**src/sv/tnmh_pkg.sv**
```systemverilog
// tnmh_pkg: shared types and constants of the top-n min-heap block
// no dependencies; imported by every module of the block but tnmh_ram
`default_nettype none

package tnmh_pkg;

    // default heap capacity in entries
    localparam int CAPACITY_DEF = 64;

    // field widths
    localparam int HEAP_SIZE_W = 7;
    localparam int OP_W        = 2;
    localparam int INDEX_W     = 6;
    localparam int VALUE_W     = 32;

    // stream widths
    localparam int S_TDATA_W = 40;
    localparam int M_TDATA_W = 64;
    localparam int M_TUSER_W = 2;

    // heap size after reset
    localparam logic [HEAP_SIZE_W-1:0] HEAP_SIZE_RST = 7'd64;

    // operation codes
    typedef enum logic [OP_W-1:0] {
        OP_LOAD  = 2'd0,
        OP_BUILD = 2'd1,
        OP_OFFER = 2'd2,
        OP_READ  = 2'd3
    } op_t;

    // controller states
    typedef enum logic [3:0] {
        ST_IDLE,
        ST_EXEC,
        ST_BLD_RD,
        ST_BLD_LD,
        ST_SIFT_L,
        ST_SIFT_R,
        ST_SIFT_CMP,
        ST_SIFT_FIN,
        ST_RESULT
    } state_t;

    // commands from controller to datapath
    typedef struct packed {
        logic take_in;
        logic load_write;
        logic read_issue;
        logic start_offer;
        logic start_build;
        logic bld_issue;
        logic bld_load;
        logic sl_step;
        logic sr_step;
        logic cmp_step;
        logic fin_write;
        logic i_dec;
        logic out_load;
    } ctrl_cmd_t;

    // status from datapath to controller
    typedef struct packed {
        op_t  op;
        logic offer_gt;
        logic l_ok;
        logic move;
        logic nl_ok;
        logic i_zero;
        logic out_busy;
    } dp_status_t;

endpackage

`default_nettype wire

```
**src/sv/top_n_min_heap.sv**
```systemverilog
// top_n_min_heap: top level, heap size register and controller/datapath pair
// depends on tnmh_pkg, tnmh_ctrl, tnmh_dp
`default_nettype none

// Keeps the N largest 32-bit values in a binary min-heap held in one
// single-read-port RAM; every result beat reports the current root. One item is
// handled at a time. An accepted offer moves the new root down level by level,
// each level reading its two children one after the other through the RAM read
// port (at most 6 levels for 64 entries). A build runs one such sift for every
// node from N/2 down to the root, fetching each node from the RAM first. The
// next item can be accepted in the cycle after the result beat is loaded, while
// that beat still waits. There is no clearing pass after reset: entries must be
// loaded before they are read, built over or offered against.
module top_n_min_heap #(
    parameter int CAPACITY = tnmh_pkg::CAPACITY_DEF
) (
    input  logic                               clk,
    input  logic                               rst_n,
    // heap size register write
    input  logic                               cfg_valid,
    output logic                               cfg_ready,
    input  logic [tnmh_pkg::HEAP_SIZE_W-1:0]   cfg_data,
    // input beat
    input  logic                               s_tvalid,
    output logic                               s_tready,
    input  logic [tnmh_pkg::S_TDATA_W-1:0]     s_tdata,   // index[5:0], value[37:6], zero
    input  logic [tnmh_pkg::OP_W-1:0]          s_tuser,   // operation[1:0]
    // result beat
    output logic                               m_tvalid,
    input  logic                               m_tready,
    output logic [tnmh_pkg::M_TDATA_W-1:0]     m_tdata,   // read_value[31:0], heap_minimum[63:32]
    output logic [tnmh_pkg::M_TUSER_W-1:0]     m_tuser    // accepted[0], index_error[1]
);
    import tnmh_pkg::*;

    logic [HEAP_SIZE_W-1:0] heap_size_reg;
    logic [HEAP_SIZE_W-1:0] heap_size_next;
    ctrl_cmd_t              cmd;
    dp_status_t             status;

    // heap size register, always ready
    assign cfg_ready      = 1'b1;
    assign heap_size_next = (cfg_valid && cfg_ready) ? cfg_data : heap_size_reg;

    always_ff @(posedge clk or negedge rst_n)
    begin
        if (!rst_n)
        begin
            heap_size_reg <= HEAP_SIZE_RST;
        end
        else
        begin
            heap_size_reg <= heap_size_next;
        end
    end

    tnmh_ctrl u_ctrl (
        .clk      (clk),
        .rst_n    (rst_n),
        .s_tvalid (s_tvalid),
        .s_tready (s_tready),
        .status   (status),
        .cmd      (cmd)
    );

    tnmh_dp #(
        .CAPACITY (CAPACITY)
    ) u_dp (
        .clk       (clk),
        .rst_n     (rst_n),
        .heap_size (heap_size_reg),
        .operation (s_tuser),
        .index     (s_tdata[INDEX_W-1:0]),
        .value     (s_tdata[INDEX_W+VALUE_W-1:INDEX_W]),
        .cmd       (cmd),
        .status    (status),
        .m_tvalid  (m_tvalid),
        .m_tready  (m_tready),
        .m_tdata   (m_tdata),
        .m_tuser   (m_tuser)
    );

endmodule

`default_nettype wire

```
**src/sv/tnmh_ram.sv**
```systemverilog
// tnmh_ram: generic simple dual-port ram, one write and one registered read
// no dependencies
`default_nettype none

module tnmh_ram #(
    parameter  int WIDTH = 32,
    parameter  int DEPTH = 64,
    localparam int AW    = (DEPTH > 1) ? $clog2(DEPTH) : 1
) (
    input  logic             clk,
    input  logic             we,
    input  logic [AW-1:0]    waddr,
    input  logic [WIDTH-1:0] wdata,
    input  logic             re,
    input  logic [AW-1:0]    raddr,
    output logic [WIDTH-1:0] rdata
);

    logic [WIDTH-1:0] mem [DEPTH];
    logic [WIDTH-1:0] rdata_reg;

    // write port
    always_ff @(posedge clk)
    begin
        if (we)
        begin
            mem[waddr] <= wdata;
        end
    end

    // registered read port
    always_ff @(posedge clk)
    begin
        if (re)
        begin
            rdata_reg <= mem[raddr];
        end
    end

    assign rdata = rdata_reg;

endmodule

`default_nettype wire

```
**src/sv/tnmh_ctrl.sv**
```systemverilog
// tnmh_ctrl: controller state machine of the top-n min-heap
// depends on tnmh_pkg
`default_nettype none

module tnmh_ctrl (
    input  logic                   clk,
    input  logic                   rst_n,
    input  logic                   s_tvalid,
    output logic                   s_tready,
    input  tnmh_pkg::dp_status_t   status,
    output tnmh_pkg::ctrl_cmd_t    cmd
);
    import tnmh_pkg::*;

    state_t state_reg;
    state_t state_next;

    // state register
    always_ff @(posedge clk or negedge rst_n)
    begin
        if (!rst_n)
        begin
            state_reg <= ST_IDLE;
        end
        else
        begin
            state_reg <= state_next;
        end
    end

    // next state and commands
    always_comb
    begin
        logic build_more;
        build_more = (status.op == OP_BUILD) && !status.i_zero;
        state_next = state_reg;
        cmd        = '0;
        s_tready   = 1'b0;
        unique case (state_reg)
            ST_IDLE:
            begin
                s_tready = 1'b1;
                if (s_tvalid)
                begin
                    cmd.take_in = 1'b1;
                    state_next  = ST_EXEC;
                end
            end
            ST_EXEC:
            begin
                unique case (status.op)
                    OP_LOAD:
                    begin
                        cmd.load_write = 1'b1;
                        state_next     = ST_RESULT;
                    end
                    OP_READ:
                    begin
                        cmd.read_issue = 1'b1;
                        state_next     = ST_RESULT;
                    end
                    OP_OFFER:
                    begin
                        if (status.offer_gt)
                        begin
                            cmd.start_offer = 1'b1;
                            state_next      = ST_SIFT_L;
                        end
                        else
                        begin
                            state_next = ST_RESULT;
                        end
                    end
                    OP_BUILD:
                    begin
                        cmd.start_build = 1'b1;
                        state_next      = ST_BLD_RD;
                    end
                    default:
                    begin
                        state_next = ST_RESULT;
                    end
                endcase
            end
            ST_BLD_RD:
            begin
                cmd.bld_issue = 1'b1;
                state_next    = ST_BLD_LD;
            end
            ST_BLD_LD:
            begin
                cmd.bld_load = 1'b1;
                state_next   = ST_SIFT_L;
            end
            ST_SIFT_L:
            begin
                cmd.sl_step = 1'b1;
                if (status.l_ok)
                begin
                    state_next = ST_SIFT_R;
                end
                else if (build_more)
                begin
                    cmd.i_dec  = 1'b1;
                    state_next = ST_BLD_RD;
                end
                else
                begin
                    state_next = ST_RESULT;
                end
            end
            ST_SIFT_R:
            begin
                cmd.sr_step = 1'b1;
                state_next  = ST_SIFT_CMP;
            end
            ST_SIFT_CMP:
            begin
                cmd.cmp_step = 1'b1;
                if (status.move)
                begin
                    state_next = status.nl_ok ? ST_SIFT_R : ST_SIFT_FIN;
                end
                else if (build_more)
                begin
                    cmd.i_dec  = 1'b1;
                    state_next = ST_BLD_RD;
                end
                else
                begin
                    state_next = ST_RESULT;
                end
            end
            ST_SIFT_FIN:
            begin
                cmd.fin_write = 1'b1;
                if (build_more)
                begin
                    cmd.i_dec  = 1'b1;
                    state_next = ST_BLD_RD;
                end
                else
                begin
                    state_next = ST_RESULT;
                end
            end
            ST_RESULT:
            begin
                if (!status.out_busy)
                begin
                    cmd.out_load = 1'b1;
                    state_next   = ST_IDLE;
                end
            end
            default:
            begin
                state_next = ST_IDLE;
            end
        endcase
    end

endmodule

`default_nettype wire

```
**src/sv/tnmh_dp.sv**
```systemverilog
// tnmh_dp: datapath of the top-n min-heap, heap ram, sift registers, output beat register
// depends on tnmh_pkg and tnmh_ram
`default_nettype none

module tnmh_dp #(
    parameter int CAPACITY = tnmh_pkg::CAPACITY_DEF
) (
    input  logic                                clk,
    input  logic                                rst_n,
    input  logic [tnmh_pkg::HEAP_SIZE_W-1:0]    heap_size,
    input  logic [tnmh_pkg::OP_W-1:0]           operation,
    input  logic [tnmh_pkg::INDEX_W-1:0]        index,
    input  logic [tnmh_pkg::VALUE_W-1:0]        value,
    input  tnmh_pkg::ctrl_cmd_t                 cmd,
    output tnmh_pkg::dp_status_t                status,
    output logic                                m_tvalid,
    input  logic                                m_tready,
    output logic [tnmh_pkg::M_TDATA_W-1:0]      m_tdata,
    output logic [tnmh_pkg::M_TUSER_W-1:0]      m_tuser
);
    import tnmh_pkg::*;

    localparam int AW = (CAPACITY > 1) ? $clog2(CAPACITY) : 1;
    localparam int NW = $clog2(CAPACITY + 1);
    localparam int XW = AW + 2;

    // item and sift registers
    op_t                  op_reg;
    logic [INDEX_W-1:0]   idx_reg;
    logic [VALUE_W-1:0]   val_reg;
    logic [NW-1:0]        n_reg;
    logic [AW-1:0]        node_reg;
    logic [VALUE_W-1:0]   v_reg;
    logic [VALUE_W-1:0]   lval_reg;
    logic                 rok_reg;
    logic [AW-1:0]        i_reg;
    logic [VALUE_W-1:0]   root_reg;
    logic                 acc_reg;
    logic                 m_tvalid_reg;
    logic [M_TDATA_W-1:0] m_tdata_reg;
    logic [M_TUSER_W-1:0] m_tuser_reg;

    // ram port
    logic                 ram_we;
    logic [AW-1:0]        ram_waddr;
    logic [VALUE_W-1:0]   ram_wdata;
    logic                 ram_re;
    logic [AW-1:0]        ram_raddr;
    logic [VALUE_W-1:0]   ram_rdata;

    // derived values
    logic [NW-1:0]        n_eff;
    logic                 idx_ok;
    logic                 err;
    logic [XW-1:0]        l_full;
    logic [XW-1:0]        r_full;
    logic                 l_ok;
    logic                 r_ok;
    logic                 r_pick;
    logic [AW-1:0]        child;
    logic [VALUE_W-1:0]   cval;
    logic                 move;
    logic [XW-1:0]        nl_full;
    logic                 nl_ok;
    logic [VALUE_W-1:0]   rd_val;
    logic                 out_busy;

    tnmh_ram #(
        .WIDTH (VALUE_W),
        .DEPTH (CAPACITY)
    ) u_heap_ram (
        .clk   (clk),
        .we    (ram_we),
        .waddr (ram_waddr),
        .wdata (ram_wdata),
        .re    (ram_re),
        .raddr (ram_raddr),
        .rdata (ram_rdata)
    );

    // heap size saturated into 1..capacity
    always_comb
    begin
        if (heap_size == '0)
        begin
            n_eff = NW'(1);
        end
        else if (32'(heap_size) > 32'(CAPACITY))
        begin
            n_eff = NW'(CAPACITY);
        end
        else
        begin
            n_eff = NW'(heap_size);
        end
    end

    // index check and child positions
    assign idx_ok  = 32'(idx_reg) < 32'(n_reg);
    assign err     = ((op_reg == OP_LOAD) || (op_reg == OP_READ)) && !idx_ok;
    assign l_full  = {1'b0, node_reg, 1'b1};
    assign r_full  = l_full + XW'(1);
    assign l_ok    = 32'(l_full) < 32'(n_reg);
    assign r_ok    = 32'(r_full) < 32'(n_reg);

    // smaller child, left wins a tie
    assign r_pick  = rok_reg && (ram_rdata < lval_reg);
    assign child   = r_pick ? r_full[AW-1:0] : l_full[AW-1:0];
    assign cval    = r_pick ? ram_rdata : lval_reg;
    assign move    = cval < v_reg;
    assign nl_full = {1'b0, child, 1'b1};
    assign nl_ok   = 32'(nl_full) < 32'(n_reg);

    assign rd_val   = ((op_reg == OP_READ) && idx_ok) ? ram_rdata : '0;
    assign out_busy = m_tvalid_reg && !m_tready;

    // ram port select
    always_comb
    begin
        ram_we    = 1'b0;
        ram_waddr = node_reg;
        ram_wdata = v_reg;
        ram_re    = 1'b0;
        ram_raddr = l_full[AW-1:0];
        if (cmd.load_write)
        begin
            ram_we    = idx_ok;
            ram_waddr = AW'(idx_reg);
            ram_wdata = val_reg;
        end
        if (cmd.read_issue)
        begin
            ram_re    = idx_ok;
            ram_raddr = AW'(idx_reg);
        end
        if (cmd.bld_issue)
        begin
            ram_re    = 1'b1;
            ram_raddr = i_reg;
        end
        if (cmd.sl_step)
        begin
            ram_re = l_ok;
            ram_we = !l_ok;
        end
        if (cmd.sr_step)
        begin
            ram_re    = r_ok;
            ram_raddr = r_full[AW-1:0];
        end
        if (cmd.cmp_step)
        begin
            ram_we    = 1'b1;
            ram_wdata = move ? cval : v_reg;
            ram_re    = move && nl_ok;
            ram_raddr = nl_full[AW-1:0];
        end
        if (cmd.fin_write)
        begin
            ram_we = 1'b1;
        end
    end

    // control registers
    always_ff @(posedge clk or negedge rst_n)
    begin
        if (!rst_n)
        begin
            op_reg       <= OP_LOAD;
            acc_reg      <= 1'b0;
            m_tvalid_reg <= 1'b0;
        end
        else
        begin
            if (cmd.take_in)
            begin
                op_reg  <= op_t'(operation);
                acc_reg <= 1'b0;
            end
            else if (cmd.start_offer)
            begin
                acc_reg <= 1'b1;
            end
            if (cmd.out_load)
            begin
                m_tvalid_reg <= 1'b1;
            end
            else if (m_tready)
            begin
                m_tvalid_reg <= 1'b0;
            end
        end
    end

    // payload registers
    always_ff @(posedge clk)
    begin
        if (cmd.take_in)
        begin
            idx_reg <= index;
            val_reg <= value;
            n_reg   <= n_eff;
        end
        if (cmd.start_offer)
        begin
            v_reg    <= val_reg;
            node_reg <= '0;
        end
        if (cmd.start_build)
        begin
            i_reg <= AW'(n_reg >> 1);
        end
        else if (cmd.i_dec)
        begin
            i_reg <= i_reg - AW'(1);
        end
        if (cmd.bld_load)
        begin
            v_reg    <= ram_rdata;
            node_reg <= i_reg;
        end
        if (cmd.sr_step)
        begin
            lval_reg <= ram_rdata;
            rok_reg  <= r_ok;
        end
        if (cmd.cmp_step && move)
        begin
            node_reg <= child;
        end
        // shadow copy of the root entry
        if (ram_we && (ram_waddr == '0))
        begin
            root_reg <= ram_wdata;
        end
        if (cmd.out_load)
        begin
            m_tdata_reg <= {root_reg, rd_val};
            m_tuser_reg <= {err, acc_reg};
        end
    end

    // status to controller
    always_comb
    begin
        status.op       = op_reg;
        status.offer_gt = val_reg > root_reg;
        status.l_ok     = l_ok;
        status.move     = move;
        status.nl_ok    = nl_ok;
        status.i_zero   = (i_reg == '0);
        status.out_busy = out_busy;
    end

    assign m_tvalid = m_tvalid_reg;
    assign m_tdata  = m_tdata_reg;
    assign m_tuser  = m_tuser_reg;

    // ram never reads the slot it writes in the same cycle
    a_ram_no_collide: assert property (@(posedge clk) disable iff (!rst_n)
        (ram_we && ram_re) |-> (ram_waddr != ram_raddr))
        else $error("heap ram read and write at the same address");

    // a new result never overwrites one still waiting
    a_out_no_overwrite: assert property (@(posedge clk) disable iff (!rst_n)
        cmd.out_load |-> !out_busy)
        else $error("result register overwritten while stalled");

    // an accepted offer never carries an index error
    a_acc_no_err: assert property (@(posedge clk) disable iff (!rst_n)
        (cmd.out_load && acc_reg) |-> !err)
        else $error("accepted and index error both set");

endmodule

`default_nettype wire

```
**config.mk**
```make
export PLATFORM = sky130hd
export DESIGN_NAME = top_n_min_heap
export DESIGN_NICKNAME = d
export VERILOG_FILES = /design/src/sv/tnmh_pkg.sv /design/src/sv/top_n_min_heap.sv /design/src/sv/tnmh_ram.sv /design/src/sv/tnmh_ctrl.sv /design/src/sv/tnmh_dp.sv
export SDC_FILE = /design/constraint.sdc
export NUM_CORES = 2
export LEC_CHECK = 0
export BUFFER_PORTS_ARGS = -buffer_cell sky130_fd_sc_hd__buf_2
export CAP_MARGIN = 20
export CORE_ASPECT_RATIO = 1.4
export CORE_MARGIN = 10
export CORE_UTILIZATION = 57
export CTS_CLUSTER_DIAMETER = 60
export DETAILED_ROUTE_END_ITERATION = 12
export PLACE_DENSITY = 0.76
export SYNTH_ARGS = -nofsm -noshare
export SYNTH_HDL_FRONTEND = slang
export SYNTH_SLANG_ARGS = --single-unit
```
**constraint.sdc**
```tcl
create_clock -name clk -period 7.2 [get_ports clk]
set_input_delay 1.8 -clock clk [delete_from_list [all_inputs] [get_ports clk]]
set_output_delay 1.8 -clock clk [all_outputs]
set_load 0.02 [all_outputs]
```
==> impl_summary.md <==
Power
Combinational logic burns 33.0% of the power. Of the total power, the clock network draws 25.3%. The cell leakage power is about 34 nW.

The part of the power in registers is 41.7%. The switching portion of total power is 35.4%. The net switching power is 14.7 mW. For this design the ratio of total power to cell area is 397 nW/um^2. The internal power is between 20 and 30 mW. The largest vdd supply drop is between 0.2 and 0.3 mV.

GRT
The total overflow left after global routing is 0. The routing usage on met3 is 5.23%. The maximum number of pins on one net before global-route repair is ~160. The first global-routing pass estimated around 360000 um of wire. For this run, the total global-route usage over all layers was measured as between 20% and 30%. The layer with the highest usage is met2. For this run, global-route usage on met1 was measured as between 30 and 40%.

The initial antenna violation count is 7. For this run, global-route usage on met2 was measured as 44.7%. The via count of the first global-routing pass is roughly 55000.

Place
Detailed placement finished with a half-perimeter wire length of between 100000 and 150000 um. The routability congestion estimate is roughly 0.9. Summing all placed instances gives a cell area of 98000 sq um.

The quantity of I/O buffers inserted on ports is 119.

Routing
Summing over every cut layer, the via total after detailed routing is 55300. The via density per instance is around 6.6. The iteration count of the initial detailed-routing pass is 6.

After the first detailed-routing iteration, the DRC count stood at around 6900. The count of antenna-violating nets left after detailed routing is 0. The total routed wirelength is 251000 um. For this run, design rule violations remaining after detail routing come to 0. The routed length per instance is roughly 30 um.

Floorplan
Measured along the y axis, the die boundary spans roughly 500 um. For this design the top-level I/O count stands at 123. The region available for standard cell placement spans 163000 sq um.

The floorplan row count is 175. The floorplan step defined a die boundary enclosing between 150000 and 200000 sq um. The horizontal die dimension is between 300 and 400 um. The effective utilization at floorplan is around 57%.

STA
Static timing analysis puts the maximum clock frequency at around 150 MHz. The relative max-transition margin is 19.8%. The total negative slack for setup checks is 0 ps. The number of endpoints with negative hold slack in the final report was 0. The number of endpoints failing setup at the final stage is 0.

Hold is met by 454 ps. Setup repair after global routing left no endpoint under its margin. Across the routed clock network, the largest skew measured is 34.1 ps. The number of pins with negative max-slew slack in the final report is 0. After layout, the minimum clock period comes to between 6000 and 7000 ps. In the finished design, the share of the clock period the worst path needs comes to 92.5%. The actual transition at the worst max-transition pin is 1200 ps.

Worst setup path
The critical path start-end classification is reg -> reg. The slowest library cell on the worst path is sky130_fd_sc_hd__a21oi_4. The critical path startpoint category is a flop. The type of element capturing the critical path is a flop. At the worst endpoint, the required time is between 7000 and 8000 ps. The maximum single-stage delay on the critical path is 580 ps. The signal on the critical path passes through ha_1 -> and2_1 -> a221o_1 -> a221oi_2 -> nand3_2 -> a21oi_4 -> buf_4 -> nand2_1 -> o21ai_0 -> ha_1 -> a21o_1 -> a21o_1 -> a211oi_1 -> o211ai_1 -> a311o_1 -> or2_2 -> buf_12 -> nand3_1 -> o221a_2 -> buf_12. The arrival time reported for the critical path endpoint is around 7300 ps. Counting cells, the worst reg-to-reg path comes to 20. The maximum fanout count along the critical path is between 40 and 50.

Clock network
After clock tree synthesis, the clock-pin slew on the worst setup and hold paths is about 60 ps. The CTS tree is built. The root buffer cell is sky130_fd_sc_hd__clkbuf_16. The clock latency of the later-clocked register in the worst-skew pair is approximately 850 ps. The clock drives 2315 sinks. The quantity of hold-fixing buffers added after cts is 0. CTS built an H-tree with a depth of 4. No sink is reached through more buffers than the 3 on the longest clock path. Post-CTS repair changed the size of 0 cells. Buffers added to address setup during post-CTS repair amount to 0. The clock buffer count from CTS is between 150 and 200.

Cells and area
The post-route netlist has around 17% of its cells at a drive strength greater than 1. The number of flip-flops under the largest register name is around 2000. Compared with the post-synthesis result, the final layout area differs by 11.6%. The area of all placed cells without fillers is roughly 100000 sq um.

The net count of the finished layout is 6222. After filler insertion, the fill cell instance count of the layout stands at between 10000 and 15000.

Flow run
The max capacitance violation total is 0.

Yosys
The number of nets produced by synthesis is slightly above 6000. The number of library cell types mapped by synthesis is a little under 80. The sequential cell area fraction in the yosys report is approximately 74%. In the post-synthesis netlist, the biggest area contributors are sky130_fd_sc_hd__edfxtp_1 (74%), sky130_fd_sc_hd__mux4_2 (5.4%), sky130_fd_sc_hd__nand2_1 (3.8%).

The mean area per synthesized cell is between 15 and 20 sq um. The number of standard cells after synthesis is 5879. The most used flip-flop cell after synthesis is sky130_fd_sc_hd__edfxtp_1. The library cell with the largest summed area after synthesis is sky130_fd_sc_hd__edfxtp_1. After synthesis, the share of flip-flops with an asynchronous set or reset is 0.648%.

The count of flip-flops with a built-in enable after synthesis is 2300. The mapped netlist covers slightly above 90000 sq um. The share of synthesized area in the top cell type comes to 73.9%. In this run, synthesis produced a sequential element count of between 2000 and 2500. For this run, the number of Yosys warnings is 0.

Status
The run finished with clean final reports.

Hold path
The kind of path behind the tightest hold check is reg -> reg. The worst hold path was traced through 0 stages.
## metrics by stage
stage	cells	utilization (%)	worst slack (ps)	power [mW]
final	8339	64.1	538	41.5
after global routing	8334	64.1	367	42.7
after CTS	8331	64.1	617	41.2
after detailed placement	7972	60.3	635	30.8
after global placement	7972	60.3	736	30.5
after floorplan	5879	-	535	25.1
## layout by cell type (no fill, tap or decap), drive strengths merged, types with 42 or more instances in the layout
cell | Yosys | routed
mux2 | 72 | 72
o21ai | 226 | 226
nand4 | 53 | 53
nand2 | 949 | 949
mux4 | 225 | 225
mux2i | 71 | 71
a2111oi | 96 | 96
edfxtp | 2300 | 2300
a21oi | 332 | 332
a211oi | 42 | 42
ha | 124 | 124
nand3 | 122 | 122
clkbuf | 196 | 239
inv | 116 | 122
buf | 173 | 339
a311oi | 94 | 94
and2 | 128 | 128
clkinv | 0 | 89
nor2 | 170 | 170
a22oi | 62 | 62
## logic make-up (layout without fill, tap and decap cells)
group	after synthesis	after routing	share of synthesized area [%]
DFF	2315	2315	74.3
and+or+nand+nor	1484	1484	6.83
AOI/OAI and AO/OA	1090	1090	7.83
buffers and inverters	485	814	2.25
muxes	368	368	7.05
adders and majority gates	124	124	1.66
xor gates and xnor gates	12	12	0.112
other	1	8	0.00401
## final timing paths
check	end	start	slack [ps]
worst max-delay path	u_dp.u_heap_ram.mem[12][10]	u_dp.u_heap_ram.rdata[19]	540
worst min-delay path	u_dp.m_tdata[63]	u_dp.root_reg[31]	450
worst max register to register	u_dp.u_heap_ram.mem[12][10]	u_dp.u_heap_ram.rdata[19]	540
worst min register to register	u_dp.m_tdata[63]	u_dp.root_reg[31]	450
max in group asynchronous	heap_size_reg[6]	rst_n	6010
min in group asynchronous	u_ctrl.state_reg[0]	rst_n	880
## final cells by class
type,count,area (sq um),share of cell area [%]
Tap cell,2124,2660,2.55
Timing Repair Buffer,339,2900,2.78
Clock buffer,239,5130,4.92
Sequential cell,2315,69400,66.5
Antenna cell,7,17.5,0.0168
Multi-Input combinational cell,3079,22600,21.7
Clock inverter,120,1170,1.12
Inverter,116,435,0.417
## worst max-delay path: cells and delay by family, from the launching register on
family | cells | cell delay [ps]
flip-flops | 1 | 490
adder cells (fa/ha/maj) | 2 | 670
buffers and inverters | 3 | 800
AO/OA/AOI/OAI | 10 | 3330
AND/OR/NAND/NOR | 5 | 1120
## cells in the mapped netlist, types with 71 or more instances
cell type                   count
sky130_fd_sc_hd__ha_1         124
sky130_fd_sc_hd__clkbuf_1     196
sky130_fd_sc_hd__nand3_1      121
sky130_fd_sc_hd__a311oi_1      94
sky130_fd_sc_hd__inv_1        116
sky130_fd_sc_hd__nand2_1      948
sky130_fd_sc_hd__o21ai_1       76
sky130_fd_sc_hd__edfxtp_1    2300
sky130_fd_sc_hd__mux2_2        72
sky130_fd_sc_hd__a21oi_1      332
sky130_fd_sc_hd__nor2_1       169
sky130_fd_sc_hd__mux2i_1       71
sky130_fd_sc_hd__buf_2        133
sky130_fd_sc_hd__mux4_2       225
sky130_fd_sc_hd__a2111oi_0     94
sky130_fd_sc_hd__and2_1       127
sky130_fd_sc_hd__o21ai_0      150
## power groups by stage
stage	registers, mW	logic [mW]	clock network (mW)
floorplan	17.6	7.52	0
global placement	17.5	13.0	0
detailed placement	17.6	13.3	0
CTS	17.3	13.4	10.6
global route	17.3	14.3	11.0
finish	17.3	13.7	10.5
## per-layer routing
layer,up-vias,wire length (um)
met1,27700,84600
met2,3696,122000
met4,0,19700
li1,23200,-
met3,695,24900
met5,-,0
Power figures use the tool's default switching activity.
